==> src/hdl/zsrle_pkg.sv <==
// ----------------------------------------------------------------------------
// zsrle_pkg
// Types and constants shared by the zero-suppression run-length codec.
// ----------------------------------------------------------------------------
package zsrle_pkg;

    localparam int SAMPLE_W       = 16;
    localparam int RUN_W          = 13;
    localparam int ROW_W          = 10;
    localparam int POS_W          = 12;
    localparam int IDX_W          = 22;
    localparam int LEN_W          = 13;
    localparam int ROWS_W         = 11;
    localparam int CFG_IDX_W      = 2;
    localparam int CFG_DATA_W     = 16;

    localparam int MAX_ROW_LENGTH = 4096;
    localparam int MAX_ROWS       = 1024;

    localparam int QUEUE_DEPTH    = 4;
    localparam int QPTR_W         = $clog2(QUEUE_DEPTH);
    localparam int QCNT_W         = $clog2(QUEUE_DEPTH + 1);

    typedef enum logic [0:0] {
        MODE_COMPRESS = 1'b0,
        MODE_EXPAND   = 1'b1
    } t_mode;

    typedef enum logic [CFG_IDX_W-1:0] {
        CFG_MODE        = 2'd0,
        CFG_THRESHOLD   = 2'd1,
        CFG_ROW_LENGTH  = 2'd2,
        CFG_ROWS_IN_USE = 2'd3
    } t_cfg_reg;

    typedef enum logic [2:0] {
        OP_NONE,
        OP_RUN,
        OP_VALUE,
        OP_RUN_VALUE,
        OP_WRITE,
        OP_OVERFLOW
    } t_op;

    typedef struct packed {
        t_op                        op;
        logic signed [SAMPLE_W-1:0] value;
        logic [RUN_W-1:0]           run_cnt;
        logic [ROW_W-1:0]           row;
        logic [POS_W-1:0]           run_pos;
        logic [POS_W-1:0]           val_pos;
        logic                       first;
        logic [IDX_W-1:0]           index;
    } t_entry;

    typedef struct packed {
        logic                       is_run_word;
        logic signed [SAMPLE_W-1:0] out_value;
        logic [RUN_W-1:0]           run_count;
        logic [ROW_W-1:0]           row_number;
        logic [POS_W-1:0]           position_in_row;
        logic                       first_of_row;
        logic [IDX_W-1:0]           stream_index;
        logic                       last;
        logic                       overflow_error;
    } t_word;

endpackage

==> src/hdl/zsrle_if.sv <==
// ----------------------------------------------------------------------------
// zsrle channel interfaces
// Valid/ready channels for input items, result items and register writes.
// ----------------------------------------------------------------------------
interface zsrle_in_if import zsrle_pkg::*; ();
    logic                       valid;
    logic                       ready;
    logic signed [SAMPLE_W-1:0] sample;
    logic                       word_is_run;
    logic [RUN_W-1:0]           word_run_count;

    modport source (output valid, sample, word_is_run, word_run_count, input ready);
    modport sink   (input valid, sample, word_is_run, word_run_count, output ready);
endinterface

interface zsrle_out_if import zsrle_pkg::*; ();
    logic                       valid;
    logic                       ready;
    logic                       is_run_word;
    logic signed [SAMPLE_W-1:0] out_value;
    logic [RUN_W-1:0]           run_count;
    logic [ROW_W-1:0]           row_number;
    logic [POS_W-1:0]           position_in_row;
    logic                       first_of_row;
    logic [IDX_W-1:0]           stream_index;
    logic                       last;
    logic                       overflow_error;

    modport source (output valid, is_run_word, out_value, run_count, row_number,
                    position_in_row, first_of_row, stream_index, last,
                    overflow_error, input ready);
    modport sink   (input valid, is_run_word, out_value, run_count, row_number,
                    position_in_row, first_of_row, stream_index, last,
                    overflow_error, output ready);
endinterface

interface zsrle_cfg_if import zsrle_pkg::*; ();
    logic                  valid;
    logic                  ready;
    logic [CFG_IDX_W-1:0]  index;
    logic [CFG_DATA_W-1:0] data;

    modport source (output valid, index, data, input ready);
    modport sink   (input valid, index, data, output ready);
endinterface

==> src/hdl/zsrle_front.sv <==
// ----------------------------------------------------------------------------
// zsrle_front
// Accepts items, keeps row and run state, and classifies each item into a
// queue entry describing the words it causes.
// ----------------------------------------------------------------------------
module zsrle_front import zsrle_pkg::*; (
    input  logic   i_clk,
    input  logic   i_rst_n,
    zsrle_in_if.sink  i_in,
    zsrle_cfg_if.sink i_cfg,
    input  logic   i_full,
    output logic   o_push,
    output t_entry o_entry
);

    t_mode                      r_mode;
    logic signed [SAMPLE_W-1:0] r_threshold;
    logic [LEN_W-1:0]           r_row_length;
    logic [ROWS_W-1:0]          r_rows_in_use;

    logic [LEN_W-1:0]           r_position, n_position;
    logic [ROW_W-1:0]           r_row, n_row;
    logic [RUN_W-1:0]           r_sup, n_sup;
    logic [IDX_W-1:0]           r_word_cnt, n_word_cnt;
    logic                       r_pending, n_pending;

    logic                       accept;
    logic                       cfg_we;
    logic                       mode_we;
    logic [LEN_W-1:0]           eff_len;
    logic [ROWS_W-1:0]          eff_rows;

    logic                       kept;
    logic [LEN_W-1:0]           pos_inc;
    logic [RUN_W-1:0]           sup_inc;
    logic                       row_end;
    logic                       row_wrap;
    logic [LEN_W-1:0]           kept_start;
    logic [LEN_W-1:0]           end_start;

    logic [LEN_W:0]             step;
    logic [LEN_W:0]             sum;
    logic                       hit;
    logic                       over;
    logic                       wr;

    t_entry                     entry;

    assign i_in.ready  = !i_full;
    assign i_cfg.ready = 1'b1;
    assign accept      = i_in.valid && i_in.ready;
    assign cfg_we      = i_cfg.valid && i_cfg.ready;
    assign mode_we     = cfg_we && (t_cfg_reg'(i_cfg.index) == CFG_MODE);

    assign eff_len  = (r_row_length == '0) ? LEN_W'(1) :
                      (r_row_length > LEN_W'(MAX_ROW_LENGTH)) ? LEN_W'(MAX_ROW_LENGTH) :
                      r_row_length;
    assign eff_rows = (r_rows_in_use == '0) ? ROWS_W'(1) :
                      (r_rows_in_use > ROWS_W'(MAX_ROWS)) ? ROWS_W'(MAX_ROWS) :
                      r_rows_in_use;

    assign kept       = i_in.sample > r_threshold;
    assign pos_inc    = r_position + LEN_W'(1);
    assign sup_inc    = (r_sup == '1) ? r_sup : r_sup + RUN_W'(1);
    assign row_end    = pos_inc >= eff_len;
    assign row_wrap   = ({1'b0, r_row} + ROWS_W'(1)) >= eff_rows;
    assign kept_start = (r_sup <= r_position) ? r_position - r_sup : '0;
    assign end_start  = (sup_inc <= pos_inc) ? pos_inc - sup_inc : '0;

    assign step = i_in.word_is_run ? {1'b0, i_in.word_run_count} : (LEN_W + 1)'(1);
    assign sum  = {1'b0, r_position} + step;
    assign hit  = sum == {1'b0, eff_len};
    assign over = sum > {1'b0, eff_len};
    assign wr   = !i_in.word_is_run && (r_position < eff_len);

    always_comb begin
        n_position = r_position;
        n_row      = r_row;
        n_sup      = r_sup;
        n_word_cnt = r_word_cnt;
        n_pending  = r_pending;

        entry.op      = OP_NONE;
        entry.value   = i_in.sample;
        entry.run_cnt = '0;
        entry.row     = r_row;
        entry.run_pos = '0;
        entry.val_pos = r_position[POS_W-1:0];
        entry.first   = r_pending;
        entry.index   = r_word_cnt;

        if (accept) begin
            if (r_mode == MODE_COMPRESS) begin
                if (kept) begin
                    entry.op      = (r_sup != '0) ? OP_RUN_VALUE : OP_VALUE;
                    entry.run_cnt = r_sup;
                    entry.run_pos = kept_start[POS_W-1:0];
                    n_word_cnt    = r_word_cnt + ((r_sup != '0) ? IDX_W'(2) : IDX_W'(1));
                    n_pending     = 1'b0;
                    n_sup         = '0;
                end else begin
                    n_sup = sup_inc;
                    if (row_end) begin
                        entry.op      = OP_RUN;
                        entry.run_cnt = sup_inc;
                        entry.run_pos = end_start[POS_W-1:0];
                        n_word_cnt    = r_word_cnt + IDX_W'(1);
                        n_pending     = 1'b0;
                    end
                end
                if (row_end) begin
                    n_position = '0;
                    n_sup      = '0;
                    n_pending  = 1'b1;
                    if (row_wrap) begin
                        n_row      = '0;
                        n_word_cnt = '0;
                    end else begin
                        n_row = r_row + ROW_W'(1);
                    end
                end else begin
                    n_position = pos_inc;
                end
            end else begin
                entry.first = 1'b0;
                entry.index = '0;
                if (over) begin
                    entry.op      = OP_OVERFLOW;
                    entry.run_cnt = i_in.word_run_count;
                    n_position    = '0;
                    n_row         = '0;
                    n_sup         = '0;
                    n_word_cnt    = '0;
                    n_pending     = 1'b1;
                end else begin
                    if (wr) begin
                        entry.op = OP_WRITE;
                    end
                    if (hit) begin
                        n_position = '0;
                        n_row      = row_wrap ? '0 : r_row + ROW_W'(1);
                    end else begin
                        n_position = sum[LEN_W-1:0];
                    end
                end
            end
        end

        if (mode_we) begin
            n_position = '0;
            n_row      = '0;
            n_sup      = '0;
            n_word_cnt = '0;
            n_pending  = 1'b1;
        end
    end

    assign o_push  = accept && (entry.op != OP_NONE);
    assign o_entry = entry;

    always_ff @(posedge i_clk) begin
        if (!i_rst_n) begin
            r_mode        <= MODE_COMPRESS;
            r_threshold   <= '0;
            r_row_length  <= LEN_W'(MAX_ROW_LENGTH);
            r_rows_in_use <= ROWS_W'(MAX_ROWS);
        end else if (cfg_we) begin
            case (t_cfg_reg'(i_cfg.index))
                CFG_MODE:        r_mode        <= t_mode'(i_cfg.data[0]);
                CFG_THRESHOLD:   r_threshold   <= i_cfg.data[SAMPLE_W-1:0];
                CFG_ROW_LENGTH:  r_row_length  <= i_cfg.data[LEN_W-1:0];
                CFG_ROWS_IN_USE: r_rows_in_use <= i_cfg.data[ROWS_W-1:0];
                default: begin
                end
            endcase
        end
    end

    always_ff @(posedge i_clk) begin
        if (!i_rst_n) begin
            r_position <= '0;
            r_row      <= '0;
            r_sup      <= '0;
            r_word_cnt <= '0;
            r_pending  <= 1'b1;
        end else begin
            r_position <= n_position;
            r_row      <= n_row;
            r_sup      <= n_sup;
            r_word_cnt <= n_word_cnt;
            r_pending  <= n_pending;
        end
    end

    a_position_in_range: assert property (@(posedge i_clk) disable iff (!i_rst_n)
        r_position < LEN_W'(MAX_ROW_LENGTH))
        else $error("row position left its range");

endmodule

==> src/hdl/zsrle_queue.sv <==
// ----------------------------------------------------------------------------
// zsrle_queue
// Short FIFO of classified entries between the front and the back.
// ----------------------------------------------------------------------------
module zsrle_queue import zsrle_pkg::*; (
    input  logic   i_clk,
    input  logic   i_rst_n,
    input  logic   i_push,
    input  t_entry i_entry,
    output logic   o_full,
    output logic   o_valid,
    output t_entry o_head,
    input  logic   i_pop
);

    t_entry              r_mem [QUEUE_DEPTH];
    logic [QPTR_W-1:0]   r_wr_ptr;
    logic [QPTR_W-1:0]   r_rd_ptr;
    logic [QCNT_W-1:0]   r_count;

    assign o_full  = r_count == QCNT_W'(QUEUE_DEPTH);
    assign o_valid = r_count != '0;
    assign o_head  = r_mem[r_rd_ptr];

    always_ff @(posedge i_clk) begin
        if (i_push) begin
            r_mem[r_wr_ptr] <= i_entry;
        end
    end

    always_ff @(posedge i_clk) begin
        if (!i_rst_n) begin
            r_wr_ptr <= '0;
            r_rd_ptr <= '0;
            r_count  <= '0;
        end else begin
            if (i_push) begin
                r_wr_ptr <= (r_wr_ptr == QPTR_W'(QUEUE_DEPTH - 1)) ? '0 : r_wr_ptr + QPTR_W'(1);
            end
            if (i_pop) begin
                r_rd_ptr <= (r_rd_ptr == QPTR_W'(QUEUE_DEPTH - 1)) ? '0 : r_rd_ptr + QPTR_W'(1);
            end
            if (i_push && !i_pop) begin
                r_count <= r_count + QCNT_W'(1);
            end else if (!i_push && i_pop) begin
                r_count <= r_count - QCNT_W'(1);
            end
        end
    end

    a_no_push_when_full: assert property (@(posedge i_clk) disable iff (!i_rst_n)
        i_push |-> !o_full)
        else $error("push into full queue");

    a_no_pop_when_empty: assert property (@(posedge i_clk) disable iff (!i_rst_n)
        i_pop |-> o_valid)
        else $error("pop from empty queue");

endmodule

==> src/hdl/zsrle_back.sv <==
// ----------------------------------------------------------------------------
// zsrle_back
// Turns queue entries into result words, one per cycle while o_out.ready is
// high, through an output register.
// ----------------------------------------------------------------------------
module zsrle_back import zsrle_pkg::*; (
    input  logic   i_clk,
    input  logic   i_rst_n,
    input  logic   i_valid,
    input  t_entry i_head,
    output logic   o_pop,
    zsrle_out_if.source o_out
);

    logic  r_valid;
    logic  r_phase, n_phase;
    t_word r_word;
    t_word word;
    logic  two;
    logic  load;

    assign two   = i_head.op == OP_RUN_VALUE;
    assign load  = i_valid && (!r_valid || o_out.ready);
    assign o_pop = load && (!two || r_phase);

    always_comb begin
        n_phase = r_phase;
        if (load) begin
            n_phase = two && !r_phase;
        end
    end

    always_comb begin
        word                 = '0;
        word.row_number      = i_head.row;
        word.last            = 1'b1;
        case (i_head.op)
            OP_RUN: begin
                word.is_run_word     = 1'b1;
                word.run_count       = i_head.run_cnt;
                word.position_in_row = i_head.run_pos;
                word.first_of_row    = i_head.first;
                word.stream_index    = i_head.index;
            end
            OP_VALUE, OP_WRITE: begin
                word.out_value       = i_head.value;
                word.position_in_row = i_head.val_pos;
                word.first_of_row    = i_head.first;
                word.stream_index    = i_head.index;
            end
            OP_RUN_VALUE: begin
                if (!r_phase) begin
                    word.is_run_word     = 1'b1;
                    word.run_count       = i_head.run_cnt;
                    word.position_in_row = i_head.run_pos;
                    word.first_of_row    = i_head.first;
                    word.stream_index    = i_head.index;
                    word.last            = 1'b0;
                end else begin
                    word.out_value       = i_head.value;
                    word.position_in_row = i_head.val_pos;
                    word.stream_index    = i_head.index + IDX_W'(1);
                end
            end
            OP_OVERFLOW: begin
                word.is_run_word    = 1'b1;
                word.run_count      = i_head.run_cnt;
                word.overflow_error = 1'b1;
            end
            default: begin
            end
        endcase
    end

    always_ff @(posedge i_clk) begin
        if (!i_rst_n) begin
            r_valid <= 1'b0;
            r_phase <= 1'b0;
        end else begin
            if (load) begin
                r_valid <= 1'b1;
            end else if (o_out.ready) begin
                r_valid <= 1'b0;
            end
            r_phase <= n_phase;
        end
    end

    always_ff @(posedge i_clk) begin
        if (load) begin
            r_word <= word;
        end
    end

    assign o_out.valid           = r_valid;
    assign o_out.is_run_word     = r_word.is_run_word;
    assign o_out.out_value       = r_word.out_value;
    assign o_out.run_count       = r_word.run_count;
    assign o_out.row_number      = r_word.row_number;
    assign o_out.position_in_row = r_word.position_in_row;
    assign o_out.first_of_row    = r_word.first_of_row;
    assign o_out.stream_index    = r_word.stream_index;
    assign o_out.last            = r_word.last;
    assign o_out.overflow_error  = r_word.overflow_error;

    a_phase_on_pair: assert property (@(posedge i_clk) disable iff (!i_rst_n)
        r_phase |-> (i_valid && i_head.op == OP_RUN_VALUE))
        else $error("second word pending without a run and value entry");

    a_pair_follows: assert property (@(posedge i_clk) disable iff (!i_rst_n)
        (o_out.valid && o_out.ready && !o_out.last)
        |=> (o_out.valid && o_out.last && !o_out.is_run_word))
        else $error("value word did not follow its run word");

endmodule

==> src/hdl/zero_suppression_rle_codec_top.sv <==
// ----------------------------------------------------------------------------
// zero_suppression_rle_codec_top
// Zero-suppression run-length codec for detector rows, compress and expand.
// ----------------------------------------------------------------------------
// Channels: i_in takes one item per handshake (raw sample in compress mode,
// compressed word in expand mode); o_out gives result items, with last set
// on the final result of each input item; i_cfg writes mode, threshold,
// row_length and rows_in_use by index and is always ready. Write config
// only while the block is idle; a mode write restarts the stream.
// Path: the queue is written at the edge that takes the item, and the output
// register loads from the queue head when it is free, so a result is offered
// from the output register after its entry has passed through the queue.
// Throughput: one item per cycle while each item causes at most one result
// and o_out.ready stays high. The output register moves one result per
// cycle, so a run word and value word from one item occupy it in turn; a
// four-entry queue between classification and word formatting absorbs them.
// Items that cause no result never enter the queue.
// Reset: synchronous, active low; registers return to their defaults,
// position, row, run count and stream index clear, and the next word is
// flagged first of row.
// Stall: when o_out.ready is low the output holds, the queue fills, and
// i_in.ready drops once four entries are waiting.
// ----------------------------------------------------------------------------
module zero_suppression_rle_codec_top import zsrle_pkg::*; (
    input  logic        i_clk,
    input  logic        i_rst_n,
    zsrle_in_if.sink    i_in,
    zsrle_cfg_if.sink   i_cfg,
    zsrle_out_if.source o_out
);

    logic   push;
    logic   full;
    logic   head_valid;
    logic   pop;
    t_entry push_entry;
    t_entry head_entry;

    zsrle_front u_front (
        .i_clk   (i_clk),
        .i_rst_n (i_rst_n),
        .i_in    (i_in),
        .i_cfg   (i_cfg),
        .i_full  (full),
        .o_push  (push),
        .o_entry (push_entry)
    );

    zsrle_queue u_queue (
        .i_clk   (i_clk),
        .i_rst_n (i_rst_n),
        .i_push  (push),
        .i_entry (push_entry),
        .o_full  (full),
        .o_valid (head_valid),
        .o_head  (head_entry),
        .i_pop   (pop)
    );

    zsrle_back u_back (
        .i_clk   (i_clk),
        .i_rst_n (i_rst_n),
        .i_valid (head_valid),
        .i_head  (head_entry),
        .o_pop   (pop),
        .o_out   (o_out)
    );

endmodule

==> src/flat_wrapper.sv <==
// flat-port wrapper written by rule: the top's interface ports become plain ports
module zero_suppression_rle_codec_top_flat import zsrle_pkg::*;
  (i_clk, i_rst_n, i_in_valid, i_in_sample, i_in_word_is_run, i_in_word_run_count, i_in_ready, i_cfg_valid, i_cfg_index, i_cfg_data, i_cfg_ready, o_out_valid, o_out_is_run_word, o_out_out_value, o_out_run_count, o_out_row_number, o_out_position_in_row, o_out_first_of_row, o_out_stream_index, o_out_last, o_out_overflow_error, o_out_ready);
  zsrle_in_if i_in_i ();
  zsrle_cfg_if i_cfg_i ();
  zsrle_out_if o_out_i ();
  input  logic i_clk;
  input  logic i_rst_n;
  input wire logic [$bits(i_in_i.valid)-1:0] i_in_valid;
  input wire logic [$bits(i_in_i.sample)-1:0] i_in_sample;
  input wire logic [$bits(i_in_i.word_is_run)-1:0] i_in_word_is_run;
  input wire logic [$bits(i_in_i.word_run_count)-1:0] i_in_word_run_count;
  output wire logic [$bits(i_in_i.ready)-1:0] i_in_ready;
  input wire logic [$bits(i_cfg_i.valid)-1:0] i_cfg_valid;
  input wire logic [$bits(i_cfg_i.index)-1:0] i_cfg_index;
  input wire logic [$bits(i_cfg_i.data)-1:0] i_cfg_data;
  output wire logic [$bits(i_cfg_i.ready)-1:0] i_cfg_ready;
  output wire logic [$bits(o_out_i.valid)-1:0] o_out_valid;
  output wire logic [$bits(o_out_i.is_run_word)-1:0] o_out_is_run_word;
  output wire logic [$bits(o_out_i.out_value)-1:0] o_out_out_value;
  output wire logic [$bits(o_out_i.run_count)-1:0] o_out_run_count;
  output wire logic [$bits(o_out_i.row_number)-1:0] o_out_row_number;
  output wire logic [$bits(o_out_i.position_in_row)-1:0] o_out_position_in_row;
  output wire logic [$bits(o_out_i.first_of_row)-1:0] o_out_first_of_row;
  output wire logic [$bits(o_out_i.stream_index)-1:0] o_out_stream_index;
  output wire logic [$bits(o_out_i.last)-1:0] o_out_last;
  output wire logic [$bits(o_out_i.overflow_error)-1:0] o_out_overflow_error;
  input wire logic [$bits(o_out_i.ready)-1:0] o_out_ready;
  assign i_in_i.valid = i_in_valid;
  assign i_in_i.sample = i_in_sample;
  assign i_in_i.word_is_run = i_in_word_is_run;
  assign i_in_i.word_run_count = i_in_word_run_count;
  assign i_in_ready = i_in_i.ready;
  assign i_cfg_i.valid = i_cfg_valid;
  assign i_cfg_i.index = i_cfg_index;
  assign i_cfg_i.data = i_cfg_data;
  assign i_cfg_ready = i_cfg_i.ready;
  assign o_out_valid = o_out_i.valid;
  assign o_out_is_run_word = o_out_i.is_run_word;
  assign o_out_out_value = o_out_i.out_value;
  assign o_out_run_count = o_out_i.run_count;
  assign o_out_row_number = o_out_i.row_number;
  assign o_out_position_in_row = o_out_i.position_in_row;
  assign o_out_first_of_row = o_out_i.first_of_row;
  assign o_out_stream_index = o_out_i.stream_index;
  assign o_out_last = o_out_i.last;
  assign o_out_overflow_error = o_out_i.overflow_error;
  assign o_out_i.ready = o_out_ready;
  zero_suppression_rle_codec_top u_core (.i_clk(i_clk), .i_rst_n(i_rst_n), .i_in(i_in_i), .i_cfg(i_cfg_i), .o_out(o_out_i));
endmodule
==> config.mk <==
export PLATFORM = sky130hd
export DESIGN_NAME = zero_suppression_rle_codec_top_flat
export DESIGN_NICKNAME = d
export VERILOG_FILES = /design/src/hdl/zsrle_pkg.sv /design/src/hdl/zsrle_if.sv /design/src/hdl/zsrle_front.sv /design/src/hdl/zsrle_queue.sv /design/src/hdl/zsrle_back.sv /design/src/hdl/zero_suppression_rle_codec_top.sv /design/src/flat_wrapper.sv
export SDC_FILE = /design/constraint.sdc
export NUM_CORES = 1
export LEC_CHECK = 0
export ABC_AREA = 1
export CORE_MARGIN = 2
export CORE_UTILIZATION = 58
export DETAILED_ROUTE_END_ITERATION = 12
export DONT_BUFFER_PORTS = 1
export GPL_TIMING_DRIVEN = 0
export PLACE_DENSITY = 0.73
export SYNTH_ARGS = -nofsm -noshare
export SYNTH_HDL_FRONTEND = slang
export SYNTH_SLANG_ARGS = --single-unit
export TNS_END_PERCENT = 100
==> constraint.sdc <==
create_clock -name i_clk -period 7.9 [get_ports i_clk]
set_input_delay 0.79 -clock i_clk [delete_from_list [all_inputs] [get_ports i_clk]]
set_output_delay 0.79 -clock i_clk [all_outputs]
set_load 0.01 [all_outputs]
==> summary.md, run 1 <==
| Metric | Value |
|---|---|
| Initial antenna violation count | `6` |
| Synth Instances | `2868` |
| Synth cell count leaders | `nand2_1 (451), nor2_1 (434), edfxtp_1 (433), o21ai_0 (265), inv_1 (240)` |
| Final instance area | `30300 sq um` |
| WL met3 | `between 7000 and 8000 um` |
| Kind of critical path | `flop to flop` |
| RSZ-0062 raised after global routing | `no` |
| Peak Freq | `between 150 and 200 MHz` |
| Die area | `a little under 50000 sq um` |
| Rows | `around 80` |
| Port bufs | `0` |
| Worst Reg-to-Reg Cells | `22` |
| Worst Tran Pin Value | `0.982 ns` |
| Startpoint types | `flop` |
| Synthesized area | `27300 sq um` |
| Count leader, synth | `nand2_1` |
| Arrival @ worst endpoint | `~6.0 ns` |
| Initial core utilization | `approximately three fifths` |
| Routed len/inst | `between 20 and 25 um` |
| CP endpoint | `u_core.u_queue.r_mem[0][40]` |
| H-tree depth | `2` |
| Area fraction of the dominant cell type after synthesis | `47.6%` |
| Synth warnings | `0` |
| Global-route wire length before repair | `about 120000 um` |
| P_int | `~6.4 mW` |
| Power Density | `about 340 nW/um^2` |
| Tot GR Track Use | `between 30% and 40%` |
| WP depth | `22` |
| Post-Route WL | `about 79000 um` |
| DR pass1 iterations | `6` |
| Yosys cell types | `63` |
| Count of final hold-check violations | `0` |
| CTS buffer count | `54` |
| Outcome | `complete, no violations` |
| Die Ht | `roughly 220 um` |
| Sw frac | `a little under two fifths` |
| Yosys reg bits | `544` |
| Tcrit/Tclk final | `roughly 72%` |
| Setup bufs post-CTS | `0` |
| Clk Latency, worst-skew pair | `around 0.63 ns` |
| Buf/Inv on CP | `5` |
| Final ANT Viol Nets | `0` |
| Syn-to-layout area delta | `10.8%` |
| Vias | `roughly 22000` |
| Comb power frac | `between 30 and 40%` |
| Cts repair resizes | `0` |
| # hold bufs at CTS | `0` |
| Static leakage | `roughly 12 nW` |
| Final setup fails | `0` |
| Placed cell areas | `between 20000 and 30000 sq um` |
| Fraction of registers with async set/reset | `0%` |
| Crit path max-delay family | `simple AND/OR/NAND/NOR gates` |
| Die X | `between 200 and 250 um` |
| Clk buf depth | `3` |
| Post-synthesis sequential area ratio | `a little under three fifths` |
| Share of layout cells above drive strength 1 | `under 10%` |
| Req. time, crit path | `8.21 ns` |
| Highest metal used | `met5` |
| DR WL met2 | `36100 um` |
| Ranking of synthesized cells by area | `edfxtp_1 (48%), dfxtp_1 (8.1%), ha_1 (6.5%)` |
| Critical Path Sink Type | `flop` |
| Avg Inst Size Synth | `9.53 sq um` |
| Critical Path Slowest Stage Cell | `dfxtp_1` |
| Vias per std cell | `approximately 6` |
| Root Driver | `clkbuf_16` |
| Worst-path clk slew | `0.06 ns` |
| Minimum clock period | `about 5.7 ns` |
| M1 wire length | `32800 um` |
| Slew margin rel. | `~35%` |
| Min-Delay Path Class | `primary input to flop` |
| Worst path cell trace | `ha_1, nand2_1, nor2_1, nand3_1, nor3_1, nand4_1, xor2_1, inv_1, ha_1, nand2_1, nor3_1, nand2_1, nand3_2, nor2_2, nand2_1, nand2_2, nand2_2, inv_2, nor2_4, buf_12, buf_12, buf_12` |
| Clock Sinks | `approximately 540` |
| Clock power frac | `25.6%` |
| Post-synth EDFFs | `433` |
| CTS tree | `done` |
| Setup TNS | `0 ns` |
| Crit-path max FO | `27` |
| Layout Utilization | `between 60% and 70%` |
| Reg2reg start | `u_core.u_front.r_position[1]` |
| Net Count, Synth | `3067` |
| Maximum vdd drop | `0.339 mV` |
| Reg-to-reg critical path endpoint | `u_core.u_queue.r_mem[0][40]` |
| # IOs | `133` |
| Placer Congestion | `about 0.99` |
| Initial DRC count | `around 2400` |
| Dominant cell type by area after synthesis | `edfxtp_1` |
| Most used cell, CP | `nand2_1` |
| Grt ovf | `0` |
| Placeable Area | `46600 sq um` |
| Final net count | `3137` |
| Largest net degree at the start of global routing | `31` |
| Max-cap violations | `0` |
| Vias in the first global route | `just over 20000` |
| Clock Skew | `between 0.03 and 0.04 ns` |
| CP max stage delay | `between 0.7 and 0.8 ns` |
| Sequential Power Share | `40.0%` |
| # DRC | `0` |
| Switching pwr | `between 3 and 4 mW` |
| Hpwl dp | `roughly 58000 um` |
| Pins Over Slew Limit | `0` |
| Worst setup path start | `u_core.u_front.r_position[1]` |
| FF-to-FF setup slack | `approximately 2.2 ns` |
| Top FF cell, synth | `edfxtp_1` |
layout by cell type (no fill, tap or decap), types with 41 or more instances in the layout:
master     synthesis  routed
a21oi_1          217     217
clkbuf_1          61      68
clkbuf_16          0      54
dfxtp_1          111     111
edfxtp_1         433     433
ha_1             141     141
inv_1            240     240
nand2_1          451     451
nand3_1          120     120
nand4_1           45      45
nor2_1           434     430
o21ai_0          265     265
xor2_1            41      41
state kept, by name, summed over array words and instances (netlist names), named ones only:
name,count
u_core.u_back.o_out.first_of_row,1
u_core.u_back.o_out.is_run_word,1
u_core.u_back.o_out.last,1
u_core.u_back.o_out.out_value,16
u_core.u_back.o_out.overflow_error,1
u_core.u_back.o_out.position_in_row,12
u_core.u_back.o_out.row_number,10
u_core.u_back.o_out.run_count,13
u_core.u_back.o_out.stream_index,22
u_core.u_back.o_out.valid,1
u_core.u_back.r_phase,1
u_core.u_front.r_mode,1
u_core.u_front.r_pending,1
u_core.u_front.r_position,13
u_core.u_front.r_row,10
u_core.u_front.r_row_length,13
u_core.u_front.r_rows_in_use,11
u_core.u_front.r_sup,13
u_core.u_front.r_threshold,16
u_core.u_front.r_word_cnt,22
u_core.u_queue.r_count,3
u_core.u_queue.r_mem,356
u_core.u_queue.r_rd_ptr,2
u_core.u_queue.r_wr_ptr,2
cells by family after synthesis:
kind of cell / count (synthesis) / share of synthesized area (%)
xor+xnor: 58 / 1.86
buf+inv: 368 / 5.59
compound gates: 615 / 12.4
simple gates: 1136 / 17.6
other cells: 1 / 0.0137
fa+ha+maj: 146 / 6.82
flops: 544 / 55.7
how the worst min path moves through the flow:
stage	start	endpoint	slack (ns)	cells past startpoint
floorplan	u_core.u_front.r_pending	u_core.u_front.r_pending	0.42	2
global placement	u_core.u_front.r_threshold[13]	u_core.u_front.r_threshold[13]	0.45	2
detailed placement	u_core.u_front.r_threshold[13]	u_core.u_front.r_threshold[13]	0.46	2
CTS	i_in_sample[10]	u_core.u_queue.r_mem[3][80]	0.23	0
global route	i_in_sample[6]	u_core.u_queue.r_mem[0][76]	0.22	0
finish	i_in_sample[10]	u_core.u_queue.r_mem[3][80]	0.26	0
layer usage:
metal / vias up / track usage (%)
met5: - / 0
met4: 4 / 11.0
met3: 165 / 6.20
met2: 985 / 50.3
met1: 10300 / 43.8
li1: 10100 / -
power groups by stage:
stage | clock, mW | combinational [mW] | sequential (mW)
floorplan | 0 | 2.35 | 4.17
global placement | 0 | 3.30 | 4.29
detailed placement | 0 | 3.48 | 4.20
CTS | 2.68 | 3.51 | 4.14
global route | 2.80 | 3.90 | 4.17
finish | 2.66 | 3.56 | 4.14
final cells by class:
cell class / instances / area (sq um)
fill: 3697 / 16300
buffer: 113 / 567
inverter: 255 / 960
multi-input combinational: 1956 / 10600
tap: 607 / 759
sequential: 544 / 15200
clock inverter: 40 / 459
clock buffer: 61 / 1380
antenna: 1 / 2.50
timing repair buffer: 14 / 295
per-stage QoR:
step           instances  hold slack, ns  power [mW]  setup WS (ns)
5_1_grt             3590           0.224        10.9           1.70
2_1_floorplan       2868           0.419        6.51         0.0454
4_1_cts             3590           0.228        10.3           2.26
3_3_place_gp        3475           0.447        7.59          -3.74
6_report            3591           0.257        10.4           2.20
3_5_place_dp        3489           0.455        7.68           1.79
No activity file was read; power rests on OpenSTA's default activity.
==> run 2: changes to the inputs <==
--- a/config.mk
+++ b/config.mk
@@ -7,7 +7,7 @@
 export LEC_CHECK = 0
 export ABC_AREA = 1
 export CORE_MARGIN = 2
-export CORE_UTILIZATION = 58
+export CORE_UTILIZATION = 60
 export DETAILED_ROUTE_END_ITERATION = 12
 export DONT_BUFFER_PORTS = 1
 export GPL_TIMING_DRIVEN = 0
==> constraint.sdc (replaced) <==
create_clock -name i_clk -period 5.79 [get_ports i_clk]
set_input_delay 0.579 -clock i_clk [delete_from_list [all_inputs] [get_ports i_clk]]
set_output_delay 0.579 -clock i_clk [all_outputs]
set_load 0.01 [all_outputs]
==> run 2 against run 1 <==
Net effect: total power up 38%; critical path depth grew 1; non-clock buffer count up 18; maximum frequency grew 7.4%; highest routed layer is now met4.
==> summary.md, run 2 (synthesized netlist as in run 1, its figures left out) <==
| Metric | Value |
|---|---|
| Clk Latency, worst-skew pair | `approximately 0.63 ns` |
| Post-Route Hold Slack | `0.0488 ns` |
| Final ANT Viol Nets | `0` |
| Placer Congestion | `approximately 0.98` |
| Initial antenna violation count | `3` |
| Clock Skew | `between 0.03 and 0.04 ns` |
| Global-route wire length before repair | `120000 um` |
| Tot GR Track Use | `approximately a third` |
| Pins Over Slew Limit | `0` |
| Max-cap violations | `0` |
| Slew margin rel. | `between 20% and 30%` |
| Static leakage | `approximately 12 nW` |
| GR Layer Usage met3 | `under 10%` |
| CP max stage delay | `0.57 ns` |
| Final net count | `roughly 3200` |
| Arrival @ worst endpoint | `approximately 5.7 ns` |
| Vias per std cell | `~6` |
| Hpwl dp | `between 50000 and 60000 um` |
| Kind of critical path | `flop to flop` |
| Worst path cell trace | `ha_1, nand2_1, nor2_1, nand3_1, nor3_1, nand4_1, xor2_1, inv_1, ha_1, nand2_1, o21bai_1, nand2_1, a21oi_2, nand3_2, nor2_2, nand2_1, nand2_2, nand2_2, inv_2, nor2_4, buf_12, buf_12, buf_12` |
| H-tree depth | `2` |
| Initial DRC count | `2170` |
| Minimum clock period | `between 5 and 6 ns` |
| Clock power frac | `between 20% and 30%` |
| Vias in the first global route | `20900` |
| Die X | `around 220 um` |
| Gr busiest metal | `met2` |
| Most frequent cells in the layout | `nand2_1 (451), edfxtp_1 (433), nor2_1 (430)` |
| Vias | `21700` |
| Root Driver | `clkbuf_16` |
| Comb power frac | `34.6%` |
| GR Util met2 | `between 50% and 60%` |
| Crit-path max FO | `28` |
| CTS buffer count | `54` |
| # IOs | `around 130` |
| Post-Route WL | `~80000 um` |
| Startpoint types | `flop` |
| Final setup fails | `0` |
| Number of flip-flops in the largest register | `roughly 360` |
| Met1 Track Usage GR | `~45%` |
| Outcome | `complete, no violations` |
| Rows | `78` |
| Worst Tran Pin Value | `1.05 ns` |
| Initial core utilization | `~60%` |
| Pwr Total | `14.3 mW` |
| P_int | `between 8 and 9 mW` |
| Fillers | `between 3000 and 4000` |
| Clock Sinks | `about 540` |
| Req. time, crit path | `approximately 6.2 ns` |
| RSZ-0062 raised after global routing | `no` |
| Power Density | `between 400 and 500 nW/um^2` |
| Final cell count without fillers | `between 3000 and 4000` |
| Most used cell, CP | `nand2_1` |
| Routed len/inst | `between 20 and 25 um` |
| Largest net degree at the start of global routing | `31` |
| Switching pwr | `between 5 and 6 mW` |
| Peak Freq | `between 150 and 200 MHz` |
| Die area | `47300 sq um` |
| Die Ht | `roughly 220 um` |
| Critical Path Slowest Stage Cell | `dfxtp_2` |
| Placed Cells | `about 3500` |
| Port bufs | `0` |
| Most flops, register | `u_core.u_queue.r_mem` |
| CTS tree | `done` |
| Sw frac | `38.2%` |
| # DRC | `0` |
| Count of final hold-check violations | `0` |
| Maximum vdd drop | `0.352 mV` |
| DR pass1 iterations | `5` |
| Min-Delay Path Class | `primary input to flop` |
| Grt ovf | `0` |
| Clk buf depth | `3` |
| Worst-path clk slew | `0.07 ns` |
| Placeable Area | `45200 sq um` |
| Critical Path Sink Type | `flop` |
| Setup TNS | `0 ns` |
| Tcrit/Tclk final | `between 90% and 100%` |
| Syn-to-layout area delta | `11.6%` |
| Most common cell after layout, fill and taps aside | `nand2_1` |
| Sequential Power Share | `around two fifths` |
| Share of layout cells above drive strength 1 | `~8.0%` |
run 2: cell count changes in the layout (fill, tap and decap cells not counted), sizes merged:
cell      before  now
buf           65   83
clkbuf       123  124
clkinv        31   26
clkinvlp       5    7
diode          1    2
inv          251  254
run 2: worst max-delay path, delay by kind of cell, from the launching register on:
family          cells  cell delay (ns)
flops               1             0.57
compound gates      2             0.47
xor+xnor            1             0.24
buf+inv             5             0.85
fa+ha+maj           2             0.60
simple gates       13             2.27
run 2: worst paths after layout:
kind | start | endpoint | slack (ns) | depth (start not counted)
worst max-delay path | u_core.u_front.r_position[1] | u_core.u_queue.r_mem[2][36] | 0.48 | 23
worst min-delay path | i_in_sample[2] | u_core.u_queue.r_mem[0][72] | 0.05 | 0
worst min register to register | u_core.u_front.r_threshold[4] | u_core.u_front.r_threshold[4] | 0.47 | 2
worst max register to register | u_core.u_front.r_position[1] | u_core.u_queue.r_mem[2][36] | 0.48 | 23
run 2: layout make-up:
type / count / area (sq um) / share of cell area, %
clock inverters: 40 / 475 / 1.56
flip-flops and latches: 544 / 15200 / 50.0
inverters: 255 / 960 / 3.15
plain buffers: 113 / 567 / 1.86
diodes: 2 / 5.00 / 0.0164
well taps: 600 / 751 / 2.46
multi-input cells: 1956 / 10600 / 34.8
repair buffers: 32 / 475 / 1.56
clock buffers: 62 / 1400 / 4.60
run 2: power groups by stage:
| stage | Combinational [mW] | Sequential, mW | Clock (mW) |
|---|---|---|---|
| finish | 4.95 | 5.65 | 3.69 |
| global route | 5.41 | 5.70 | 3.86 |
| CTS | 4.85 | 5.65 | 3.70 |
| detailed placement | 4.82 | 5.72 | 0 |
| global placement | 4.53 | 5.80 | 0 |
| floorplan | 3.21 | 5.64 | 0 |
run 2: routing by layer:
| layer | share of wire [%] | up-vias | routed length [um] |
|---|---|---|---|
| met5 | 0 | - | 0 |
| met4 | 4.1 | 0 | 3280 |
| met3 | 8.8 | 169 | 7040 |
| met2 | 47 | 1023 | 37300 |
| met1 | 40 | 10400 | 32100 |
| li1 | - | 10100 | - |
run 2: what timing repair did:
action	CTS	global route
hold buffers	0	0
endpoints found under the hold margin	0	0
setup endpoints to repair	0	192
gates resized for setup	0	3
buffers inserted	0	16
run 2: through the flow:
step           setup WS (ns)  cell area (sq um)  utilization (%)
5_1_grt               0.0993              30500             67.5
2_1_floorplan         -0.332              27300                -
3_5_place_dp         -0.0406              28500             63.0
4_1_cts               0.0804              30300             67.2
6_report               0.479              30500             67.5
3_3_place_gp           -2.98              28100             62.2
